--- src/rtl/aldc_pkg.sv ---
`default_nettype none
package aldc_pkg;

  localparam int LINE_MAX  = 32;
  localparam int IDX_W     = $clog2(LINE_MAX);
  localparam int LEN_W     = $clog2(LINE_MAX + 1);
  localparam int ADDR_W    = IDX_W + 1;
  localparam int COUNT_W   = 16;
  localparam logic [7:0] NEWLINE = 8'd10;
  localparam logic [COUNT_W-1:0] COUNT_MAX = {COUNT_W{1'b1}};

  // Commands from the controller to the datapath.
  typedef struct packed {
    logic store_byte;
    logic promote;
    logic count_inc;
    logic clear_all;
    logic idx_clear;
    logic idx_inc;
    logic rd_prev;
  } aldc_cmd_t;

  // Status from the datapath to the controller.
  typedef struct packed {
    logic is_newline;
    logic cur_len_zero;
    logic have_prev;
    logic len_mismatch;
    logic pair_differ;
    logic idx_last_cmp;
    logic idx_last_emit;
  } aldc_status_t;

endpackage
`default_nettype wire

--- src/rtl/adjacent_line_dedup_counter.sv ---
`default_nettype none
// Counts runs of adjacent equal text lines. Bytes come in one per beat and are
// stored in one bank of a 64-byte line store while the previous line sits in the
// other bank; a newline (or the end marker with a pending line) completes the line.
// A byte is stored when it is accepted. A completed line of the same length as the
// previous one is compared byte by byte, and a group that is emitted reads each
// result byte from the registered line store and then presents the beat, holding
// it while out_ready is low. Input is accepted only while no line is being
// compared or emitted. Lines longer than 32 bytes are truncated and the repeat
// count saturates at 65535; an empty line gives one beat with byte_valid low.
// After the end marker the block is back in its reset state.
module adjacent_line_dedup_counter (
  input  wire logic                      clk,
  input  wire logic                      rst,
  input  wire logic                      in_valid,
  output logic                           in_ready,
  input  wire logic [7:0]                ch,
  input  wire logic                      end_of_input,
  output logic                           out_valid,
  input  wire logic                      out_ready,
  output logic [aldc_pkg::COUNT_W-1:0]   repeat_count,
  output logic [7:0]                     text_byte,
  output logic                           byte_valid,
  output logic                           group_last
);

  aldc_pkg::aldc_cmd_t    cmd;
  aldc_pkg::aldc_status_t status;

  aldc_ctrl u_ctrl (
    .clk          (clk),
    .rst          (rst),
    .in_valid     (in_valid),
    .in_ready     (in_ready),
    .end_of_input (end_of_input),
    .out_valid    (out_valid),
    .out_ready    (out_ready),
    .status       (status),
    .cmd          (cmd)
  );

  aldc_dp u_dp (
    .clk          (clk),
    .rst          (rst),
    .ch           (ch),
    .cmd          (cmd),
    .status       (status),
    .repeat_count (repeat_count),
    .text_byte    (text_byte),
    .byte_valid   (byte_valid),
    .group_last   (group_last)
  );

endmodule
`default_nettype wire

--- src/rtl/aldc_dp.sv ---
`default_nettype none
module aldc_dp (
  input  wire logic                           clk,
  input  wire logic                           rst,
  input  wire logic [7:0]                     ch,
  input  wire aldc_pkg::aldc_cmd_t            cmd,
  output aldc_pkg::aldc_status_t              status,
  output logic [aldc_pkg::COUNT_W-1:0]        repeat_count,
  output logic [7:0]                          text_byte,
  output logic                                byte_valid,
  output logic                                group_last
);

  logic [7:0] line_store [2**aldc_pkg::ADDR_W];

  logic                          bank_select;
  logic [aldc_pkg::LEN_W-1:0]    previous_length;
  logic [aldc_pkg::LEN_W-1:0]    current_length;
  logic [aldc_pkg::COUNT_W-1:0]  group_count;
  logic                          have_previous;
  logic [aldc_pkg::IDX_W-1:0]    idx;
  logic [7:0]                    rd_a;
  logic [7:0]                    rd_b;

  logic [aldc_pkg::ADDR_W-1:0]   wr_addr;
  logic [aldc_pkg::ADDR_W-1:0]   addr_a;
  logic [aldc_pkg::ADDR_W-1:0]   addr_b;
  logic                          wr_en;
  logic [aldc_pkg::LEN_W-1:0]    idx_plus1;

  assign wr_addr   = {bank_select, current_length[aldc_pkg::IDX_W-1:0]};
  assign wr_en     = cmd.store_byte &&
                     (current_length < aldc_pkg::LEN_W'(aldc_pkg::LINE_MAX));
  // Port A reads the current bank while comparing and the previous bank while emitting.
  assign addr_a    = {cmd.rd_prev ? ~bank_select : bank_select, idx};
  assign addr_b    = {~bank_select, idx};
  assign idx_plus1 = {1'b0, idx} + aldc_pkg::LEN_W'(1);

  always_ff @(posedge clk) begin
    if (wr_en) begin
      line_store[wr_addr] <= ch;
    end
    rd_a <= line_store[addr_a];
    rd_b <= line_store[addr_b];
  end

  always_ff @(posedge clk) begin
    if (rst || cmd.clear_all) begin
      bank_select     <= 1'b0;
      previous_length <= '0;
      current_length  <= '0;
      group_count     <= aldc_pkg::COUNT_W'(1);
      have_previous   <= 1'b0;
    end else if (cmd.promote) begin
      previous_length <= current_length;
      bank_select     <= ~bank_select;
      current_length  <= '0;
      group_count     <= aldc_pkg::COUNT_W'(1);
      have_previous   <= 1'b1;
    end else if (cmd.count_inc) begin
      if (group_count != aldc_pkg::COUNT_MAX) begin
        group_count <= group_count + aldc_pkg::COUNT_W'(1);
      end
      current_length <= '0;
    end else if (wr_en) begin
      current_length <= current_length + aldc_pkg::LEN_W'(1);
    end
  end

  always_ff @(posedge clk) begin
    if (rst || cmd.idx_clear) begin
      idx <= '0;
    end else if (cmd.idx_inc) begin
      idx <= idx + aldc_pkg::IDX_W'(1);
    end
  end

  always_comb begin
    status.is_newline    = (ch == aldc_pkg::NEWLINE);
    status.cur_len_zero  = (current_length == '0);
    status.have_prev     = have_previous;
    status.len_mismatch  = (previous_length != current_length);
    status.pair_differ   = (rd_a != rd_b);
    status.idx_last_cmp  = (idx_plus1 == current_length);
    status.idx_last_emit = (previous_length == '0) || (idx_plus1 == previous_length);
  end

  assign repeat_count = group_count;
  assign byte_valid   = (previous_length != '0);
  assign text_byte    = byte_valid ? rd_a : 8'd0;
  assign group_last   = status.idx_last_emit;

endmodule
`default_nettype wire

--- src/rtl/aldc_ctrl.sv ---
`default_nettype none
module aldc_ctrl (
  input  wire logic                  clk,
  input  wire logic                  rst,
  input  wire logic                  in_valid,
  output logic                       in_ready,
  input  wire logic                  end_of_input,
  output logic                       out_valid,
  input  wire logic                  out_ready,
  input  wire aldc_pkg::aldc_status_t status,
  output aldc_pkg::aldc_cmd_t        cmd
);

  typedef enum logic [4:0] {
    S_IDLE     = 5'b00001,
    S_CMP_RD   = 5'b00010,
    S_CMP_CHK  = 5'b00100,
    S_EMIT_RD  = 5'b01000,
    S_EMIT_OUT = 5'b10000
  } aldc_state_t;

  aldc_state_t state, state_next;
  logic        flush, flush_next;
  logic        emit_final, emit_final_next;

  always_ff @(posedge clk) begin
    if (rst) begin
      state      <= S_IDLE;
      flush      <= 1'b0;
      emit_final <= 1'b0;
    end else begin
      state      <= state_next;
      flush      <= flush_next;
      emit_final <= emit_final_next;
    end
  end

  assign in_ready  = (state == S_IDLE);
  assign out_valid = (state == S_EMIT_OUT);

  always_comb begin
    state_next      = state;
    flush_next      = flush;
    emit_final_next = emit_final;
    cmd             = '0;
    unique case (state)
      S_IDLE: begin
        if (in_valid) begin
          if (end_of_input && status.cur_len_zero) begin
            if (status.have_prev) begin
              flush_next      = 1'b1;
              emit_final_next = 1'b1;
              cmd.idx_clear   = 1'b1;
              state_next      = S_EMIT_RD;
            end else begin
              cmd.clear_all = 1'b1;
            end
          end else if (end_of_input || status.is_newline) begin
            // A line is complete: first line, length change, empty repeat, or compare.
            flush_next = end_of_input;
            if (!status.have_prev) begin
              cmd.promote = 1'b1;
              if (end_of_input) begin
                emit_final_next = 1'b1;
                cmd.idx_clear   = 1'b1;
                state_next      = S_EMIT_RD;
              end
            end else if (status.len_mismatch) begin
              emit_final_next = 1'b0;
              cmd.idx_clear   = 1'b1;
              state_next      = S_EMIT_RD;
            end else if (status.cur_len_zero) begin
              cmd.count_inc = 1'b1;
            end else begin
              cmd.idx_clear = 1'b1;
              state_next    = S_CMP_RD;
            end
          end else begin
            cmd.store_byte = 1'b1;
          end
        end
      end
      S_CMP_RD: begin
        state_next = S_CMP_CHK;
      end
      S_CMP_CHK: begin
        if (status.pair_differ) begin
          emit_final_next = 1'b0;
          cmd.idx_clear   = 1'b1;
          state_next      = S_EMIT_RD;
        end else if (status.idx_last_cmp) begin
          cmd.count_inc = 1'b1;
          if (flush) begin
            emit_final_next = 1'b1;
            cmd.idx_clear   = 1'b1;
            state_next      = S_EMIT_RD;
          end else begin
            state_next = S_IDLE;
          end
        end else begin
          cmd.idx_inc = 1'b1;
          state_next  = S_CMP_RD;
        end
      end
      S_EMIT_RD: begin
        cmd.rd_prev = 1'b1;
        state_next  = S_EMIT_OUT;
      end
      S_EMIT_OUT: begin
        cmd.rd_prev = 1'b1;
        if (out_ready) begin
          if (!status.idx_last_emit) begin
            cmd.idx_inc = 1'b1;
            state_next  = S_EMIT_RD;
          end else if (!emit_final) begin
            // The new line takes over as the previous line of the next group.
            cmd.promote = 1'b1;
            if (flush) begin
              emit_final_next = 1'b1;
              cmd.idx_clear   = 1'b1;
              state_next      = S_EMIT_RD;
            end else begin
              state_next = S_IDLE;
            end
          end else begin
            cmd.clear_all   = 1'b1;
            flush_next      = 1'b0;
            emit_final_next = 1'b0;
            state_next      = S_IDLE;
          end
        end
      end
      default: begin
        state_next = S_IDLE;
      end
    endcase
  end

endmodule
`default_nettype wire
--- config.mk ---
export PLATFORM = sky130hd
export DESIGN_NAME = adjacent_line_dedup_counter
export DESIGN_NICKNAME = d
export VERILOG_FILES = /design/src/rtl/aldc_pkg.sv /design/src/rtl/adjacent_line_dedup_counter.sv /design/src/rtl/aldc_dp.sv /design/src/rtl/aldc_ctrl.sv
export SDC_FILE = /design/constraint.sdc
export NUM_CORES = 1
export LEC_CHECK = 0
export ABC_AREA = 1
export BUFFER_PORTS_ARGS = -buffer_cell sky130_fd_sc_hd__buf_2
export CAP_MARGIN = 20
export CORE_ASPECT_RATIO = 1.75
export CORE_MARGIN = 10
export CORE_UTILIZATION = 63
export CTS_CLUSTER_SIZE = 20
export DETAILED_ROUTE_END_ITERATION = 8
export HOLD_SLACK_MARGIN = 0.1
export PLACE_DENSITY_LB_ADDON = 0.1
export RECOVER_POWER = 100
export REMOVE_ABC_BUFFERS = 1
export SLEW_MARGIN = 40
export SYNTH_ARGS = -nofsm -noshare
export SYNTH_HDL_FRONTEND = slang
export SYNTH_HIERARCHICAL = 1
export SYNTH_SLANG_ARGS = --single-unit
--- constraint.sdc ---
create_clock -name clk -period 4.1 [get_ports clk]
set_clock_uncertainty 0.15 [all_clocks]
set_input_delay 0.205 -clock clk [delete_from_list [all_inputs] [get_ports clk]]
set_output_delay 0.205 -clock clk [all_outputs]
set_load 0.1 [all_outputs]
---- Word level (Yosys, flattened, before mapping) ----
Memory sizes are Yosys's and may differ from the RTL's. A register that Yosys moved wholly into a read port is not among the register bits.
Cells that the tools add are included.
storage, ports and cells
  latch bits .............................. 0
  output and inout port bits .............. 28
  bits in writable memories ............... 512
  memories kept ........................... 1
  register bits ........................... 42
  memory bits (read-only) ................. 0
  word-level logic and storage cells ...... 133
cells by class
  order comparisons ....................... 1
  divide/modulo/power cells ............... 0
  bitwise gates (word level) .............. 1
  equality and inequality tests ........... 22
  $mul .................................... 0
  mux-type cells .......................... 77
  shifts and indexed selects .............. 0
  add/sub/neg operators ................... 4
  reduce and logical (&&, ||, !) cells .... 18
memories
  name             words  bits a word  read ports  clocked after Yosys merged registers in  write ports  line           text
  u_dp.line_store  64     8            2           2                                        1            aldc_dp.sv:14  logic [7:0] line_store [2**aldc_pkg::ADDR_W];
operators with widths
  operator                                                                  number
  5-bit 2-to-1 mux                                                          13
  1-bit 2-to-1 mux                                                          49
  5-bit case mux with 5 select lines                                        1
  16-bit by 1-bit adder with 16-bit output (second input constant)          1
  16-bit inequality test (second input constant)                            1
  6-bit == test                                                             2
  6-bit logical NOT                                                         2
  1-bit case mux with 2 select lines                                        5
  10-bit AND reduction                                                      1
  8-bit by 4-bit == test with 1-bit output (second input constant)          1
  4-bit 2-to-1 mux                                                          2
  8-bit 2-to-1 mux                                                          1
  8-bit inequality test                                                     1
  7-bit AND reduction                                                       1
  5-bit by 1-bit adder with 6-bit output (second input constant)            1
  6-bit by 1-bit adder with 6-bit output (second input constant)            1
  6-bit less-than comparator (second input constant)                        1
  3-bit 2-to-1 mux                                                          2
  2-bit by 1-bit inequality test with 1-bit output (second input constant)  3
  3-bit by 1-bit inequality test with 1-bit output (second input constant)  2
  3-bit by 2-bit inequality test with 1-bit output (second input constant)  2
  6-bit inequality test                                                     1
  1-bit case mux with 3 select lines                                        2
  6-bit AND reduction                                                       1
  20 further kinds                                                          26

---- Logic depth before layout (Yosys ltp) ----
Gate-level depths: netlist of the first run.
  depth in word-level cells ............... 11
  mapped depth ............................ 20

---- Cells and area by module ----
Netlist of the first run, hierarchy kept.
by module, submodules not included
  module     area each (µm²)  cells an instance  instances
  aldc_dp    23,631.4         2,160              1
  aldc_ctrl  757.0            125                1

---- Least setup slack after synthesis of the first run ----
No wires, ideal clock.
  path type ............................... reg-to-reg
  start ................................... register u_dp/previous_length[1] in the netlist's numbering
  end ..................................... register u_dp/current_length[5] in the netlist's numbering
  buffers on the path ..................... 2
  stages on the path, launching flop included .. 12
  period minus slack after synthesis ...... 4.381 ns
  required time ........................... 3.832 ns
  arrival time ............................ 4.112 ns
  slack ................................... -0.281 ns
  cell sequence ........................... dfxtp_1 > nor4_1 > nand3_1 > nand2_1 > buf_4 > nand2_1 > o32ai_1 > nor2_4 > inv_2 > or2_1 > buf_2 > a21oi_1
RTL lines
  what                    line           text
  from (decl)             aldc_dp.sv:17  logic [aldc_pkg::LEN_W-1:0] previous_length;
  from (signal assigned)  aldc_dp.sv:55  previous_length <= current_length;
  to (signal assigned)    aldc_dp.sv:66  current_length <= current_length + aldc_pkg::LEN_W'(1);
  to (decl)               aldc_dp.sv:18  logic [aldc_pkg::LEN_W-1:0] current_length;

==> results.txt, run 1 <==
Status = finished with violations
Violated checks = max-capacitance violations, max-slew violations
Top cells by area, synth = edfxtp_1 63%, nand2_1 12%, nand3_1 9.9%
Max Freq = 0.263 GHz
Avg WL per Cell = 21.7 um
Min-delay worst type = in2reg
Final hold vios = 0
Post-Place Worst Slack = 0.645 ns
Worst EP arrival = 3.90 ns
Fin util = 69.0%
Share of post-route cells with drive strength above 1 = 5.89%
Final Max Tran Viols = 364
Setup Fix Bufs, Post-CTS = 0
H-tree levels = 2
Routability cong. = 0.936
Commonest non-fill, non-tap cell in the layout = nand2_1
Post-DP HPWL = 39,100 um
Commonest cells after routing, fill and taps aside = 758 x nand2_1, 512 x edfxtp_1, 483 x nand3_1
Synth Area in Compound Gates = 1.55%
Num CTS Buffers = 49
Finished Layout Cells = 2,863
Core area = 38,400 um2
Sequential-to-total area share from yosys stat = 67.8%
Largest net degree at the start of global routing = 197
Number of global-route vias before repair = 16,759
Initial Utilization = 63.5%
Worst setup EP type = register
Top-area cell type share of the netlist area = 63.0%
Post-Syn Area = 24,400 um2
CP Class = in2reg
Pwr per Cell Area = 446 nW/um2
Clk sinks = 570
Final setup viols = 0
Worst vdd ir = 0.430 mV
Ant diodes = 0
Placed inst area = 25,000 um2
TritonRoute pass-1 iters = 5
CTS tree = done
Die W = 169 um
Largest family of logic cells by synthesized area = simple AND/OR/NAND/NOR gates
PnR Total Power = 11.8 mW
XOR/XNOR share of the synthesized area = 0.826%
Final hold slack = 0.162 ns
Worst-margin pin slew = 3.67 ns
Lkg Pwr = 9.60 nW
Clock Latency Late Sink = 0.57 ns
Origin of the critical flop-to-flop path = u_dp/idx[0]
Critical R2R Capture = u_dp/repeat_count[7]
Worst reg-to-reg setup slack = 0.52 ns
Cell Rows = 95
Setup crit start kind = input pin
Yosys reg bits = 570
I/O Buffers = 40
RSZ-0062 raised after global routing = no
Io pins = 41
Cells after synthesis = 2,285
Layout net count = 2,354
Clock-pin slew of the registers on the worst-case setup and hold paths = 0.07 ns
Syn avg cell area = 10.7 um2
Worst slew margin = -144%
Die area = 47,300 um2
Yosys warns = 6
Setup TNS Final = 0 ns
CP Max Fanout = 13
Synthesized-area fraction occupied by adder cells = 0.205%
Sequential cell area = 16,500 um2
Vias = 16,952
Hold endpoint = u_ctrl/state[1]
WP data required = 4.20 ns
Vias per std cell = 5.92
Cells on worst reg2reg path = 12
Filler Cell Count = 2,889
Multiplexer area fraction after synthesis = 0%
Post-synth top area cell = edfxtp_1
Post-route ant nets = 0
DR DRC count = 0
Clock root buffer = clkbuf_16
# resized after CTS = 0
Hold Path Depth = 6
GR Overflow Total = 0
Area delta synth->final = 8.64%
MaxCap Viol Count = 7
Period utilization = 92.7%
WL final = 62,200 um
Final WS setup = 0.300 ns
GRT Overall Usage = 26.0%
Antenna violations before repair = 1
Design Area, Final = 26,500 um2
Cells after DPL = 2,762
Post-route minimum period = 3.80 ns
Min-delay src = end_of_input
Simple-gate area share of the yosys netlist = 25.2%
Chip height = 280 um
Area of the multi-input gates = 6760 um2
Initial DRC count = 1,379
First-pass GRT wire length = 94,900 um
Post-synthesis cell type count = 42
Clk buf depth = 3
how the worst max path moves through the flow:
stage / to / depth (start not counted) / from / slack (ns)
floorplan: u_dp/current_length[4] / 13 / u_dp/idx[0] / -5.16
CTS: u_dp/line_store[43][4] / 12 / ch[2] / 0.71
finish: u_dp/line_store[0][4] / 13 / ch[2] / 0.30
detailed placement: u_dp/line_store[43][4] / 11 / ch[0] / 0.64
global route: u_dp/line_store[9][1] / 13 / ch[2] / 0.18
global placement: u_dp/line_store[35][7] / 11 / ch[0] / 0.75
kinds of logic after synthesis:
| group | Yosys count |
|---|---|
| and+or+nand+nor | 1420 |
| DFF | 570 |
| buffers and inverters | 199 |
| AOI/OAI and AO/OA | 69 |
| xor gates and xnor gates | 23 |
| adders and majority gates | 4 |
cell type report:
cell class,count,area share (%)
inverters,75,1.09
flip-flops and latches,570,62.4
well taps,485,2.29
repair buffers,125,2.53
clock buffers,65,5.05
multi-input cells,1516,25.5
clock inverters,27,1.10
power breakdown:
group / internal [mW] / leakage [nW] / switching, mW
sequential: 6.38 / 5.08 / 0.0367
clock: 2.68 / 0.791 / 2.01
combinational: 0.132 / 3.73 / 0.586
sequential cells by signal (all words and copies together), names as in the netlist, 5 cells and up:
signal and flops:
u_dp/repeat_count 16, u_dp/line_store 512, u_ctrl/state 5, u_dp/current_length 6, u_dp/idx 5, u_dp/rd_b 8, u_dp/rd_a 8, u_dp/previous_length 6
Yosys cell counts (all sizes together):
library cell  count
nand3           486
dfxtp            58
xor2             15
a211oi            1
edfxtp          512
o22ai             5
o21ai            25
or2               4
o221ai            1
nor4              6
xnor2             8
o32ai             2
nand2           766
nand3b            1
nand4            14
buf             112
nor3             13
inv              74
ha                4
nor3b             1
clkbuf           12
clkinv            1
a21oi            33
or4               1
nor2            127
o211ai            2
and3              1
per-layer routing:
layer | vias to the layer above | part of all wire, % | GRT usage [%]
met5 | - | 0.021 | 0
met4 | 2 | 6.3 | 15.4
met3 | 150 | 5.7 | 3.07
met2 | 662 | 52 | 45.5
met1 | 8165 | 36 | 29.9
li1 | 7973 | - | -
critical path: stages:
cell,delay [ns]
dlygate4sd3_1,0.53
clkbuf_1,0.20
or4_1,0.58
nor2_1,0.41
nor2_1,0.12
inv_1,0.13
nor2_1,0.07
nand2_1,0.18
inv_1,0.23
nand3_1,0.12
clkbuf_1,0.73
nor2_1,0.07
clkbuf_1,0.30
timing repair:
| item | in CTS | in global routing |
|---|---|---|
| endpoints found under the setup margin | 0 | 0 |
| hold buffers | 6 | 1 |
| hold endpoints to repair | 51 | 26 |
Power figures use the tool's default switching activity.
==> inputs of run 2 (changes only) <==
--- a/config.mk
+++ b/config.mk
@@ -9,7 +9,7 @@
 export BUFFER_PORTS_ARGS = -buffer_cell sky130_fd_sc_hd__buf_2
 export CAP_MARGIN = 20
 export CORE_ASPECT_RATIO = 1.75
-export CORE_MARGIN = 10
+export CORE_MARGIN = 2
 export CORE_UTILIZATION = 63
 export CTS_CLUSTER_SIZE = 20
 export DETAILED_ROUTE_END_ITERATION = 8
==> run 2 against run 1 <==
Net effect:
- the run still ends with max-capacitance violations, max-slew violations left
- critical path depth decreased by 3
- via count decreased by 0.76%
- final cell count shrank 1.5%
- critical path type is now reg2reg
- critical endpoint is now u_dp/line_store[28][0]
- largest power group unchanged
- highest routed layer is now met4
==> results.txt, run 2 (same netlist as run 1, synthesis figures left out) <==
Status = finished with violations
Violated checks = max-capacitance violations, max-slew violations
I/O Buffers = 40
Antenna violations before repair = 0
GRT Overall Usage = 30.6%
Final setup viols = 0
Critical R2R Capture = u_dp/line_store[28][0]
# resized after CTS = 0
WP data required = 4.14 ns
Placed inst area = 24,800 um2
Min-delay worst type = in2reg
Post-DP HPWL = 39,200 um
Num CTS Buffers = 48
DR DRC count = 0
Final WS setup = 0.398 ns
RSZ-0062 raised after global routing = no
Setup crit start kind = register
Die W = 153 um
Commonest non-fill, non-tap cell in the layout = nand2_1
Setup Fix Bufs, Post-CTS = 0
MaxCap Viol Count = 11
Worst vdd ir = 0.461 mV
Post-route ant nets = 0
Clk sinks = 570
Clock Latency Late Sink = 0.57 ns
Period utilization = 90.3%
CP Class = reg2reg
Largest Register = u_dp/line_store
Die area = 40,400 um2
Setup TNS Final = 0 ns
Initial DRC count = 1,586
Initial Utilization = 63.7%
Number of global-route vias before repair = 16,678
Worst EP arrival = 3.74 ns
Cell Rows = 95
Clock root buffer = clkbuf_16
Clk buf depth = 3
Hold Path Depth = 6
Worst-margin pin slew = 3.67 ns
Post-route minimum period = 3.70 ns
Worst slew margin = -145%
Largest net degree at the start of global routing = 141
Hold endpoint = u_ctrl/state[1]
Lkg Pwr = 9.52 nW
Routability cong. = 0.883
Vias per std cell = 5.97
Share of post-route cells with drive strength above 1 = 5.53%
Max reg flops = 512
Worst reg-to-reg setup slack = 0.40 ns
First-pass GRT wire length = 94,200 um
Min-delay src = end_of_input
Area delta synth->final = 8.03%
WL final = 62,400 um
Design Area, Final = 26,300 um2
Worst setup EP type = register
Vias = 16,823
Final Max Tran Viols = 527
Pwr per Cell Area = 454 nW/um2
Final hold slack = 0.219 ns
Ant diodes = 0
Post-Place Worst Slack = 0.609 ns
Core area = 38,300 um2
Commonest cells after routing, fill and taps aside = 760 x nand2_1, 512 x edfxtp_1, 483 x nand3_1
Final hold vios = 0
Avg WL per Cell = 22.1 um
Clock-pin slew of the registers on the worst-case setup and hold paths = 0.06 ns
CP Max Fanout = 13
Cells on worst reg2reg path = 10
CTS tree = done
TritonRoute pass-1 iters = 6
Origin of the critical flop-to-flop path = u_ctrl/state[4]
Chip height = 264 um
Layout net count = 2,315
GR Overflow Total = 0
Fin util = 68.8%
Io pins = 41
Max Freq = 0.270 GHz
H-tree levels = 2
run 2: worst max path at each step:
stage	start	end	slack [ns]
floorplan	u_dp/idx[0]	u_dp/current_length[4]	-5.16
global placement	ch[2]	u_dp/line_store[12][1]	0.72
detailed placement	ch[2]	u_dp/line_store[28][6]	0.61
CTS	u_ctrl/state[3]	u_dp/line_store[28][0]	0.70
global route	u_ctrl/state[4]	u_dp/line_store[12][2]	0.21
finish	u_ctrl/state[4]	u_dp/line_store[28][0]	0.40
run 2: what timing repair did:
action                                  4_1_cts  5_1_grt
hold buffers                                  4        1
hold endpoints to repair                     26        7
endpoints found under the setup margin        0        0
run 2: layout make-up:
cell class	instances	area (um2)
repair buffers	87	480
flip-flops and latches	570	16500
fillers	2904	11900
inverters	75	292
well taps	485	607
multi-input cells	1516	6760
clock inverters	30	389
clock buffers	56	1270
run 2: power breakdown:
part           total, mW  internal [mW]  switching [mW]
clock network       4.82           2.80            2.01
logic              0.725          0.129           0.597
registers           6.41           6.37          0.0357
total               12.0           9.31            2.65
run 2: per-stage QoR:
stage          cells  power [mW]
2_1_floorplan   2161        6.99
3_3_place_gp    2725        7.26
3_5_place_dp    2727        7.26
4_1_cts         2817        12.0
5_1_grt         2819        12.3
6_report        2819        12.0
run 2: routing by layer:
metal	wire length [um]	global-route usage, %	vias up
li1	-	-	7912
met1	22300	36.5	8022
met2	32400	54.6	719
met3	3900	3.20	170
met4	3700	16.4	0
met5	0	0	-
run 2: critical path: stages (launching register included):
cell	delay, ns
dfxtp_1	0.36
inv_1	0.19
nand3b_1	0.20
nor2_8	0.20
nand2_1	0.14
nor2_1	0.13
nand2_1	0.16
inv_1	0.31
nand4_1	0.54
clkbuf_1	0.37
nor2_1	0.58
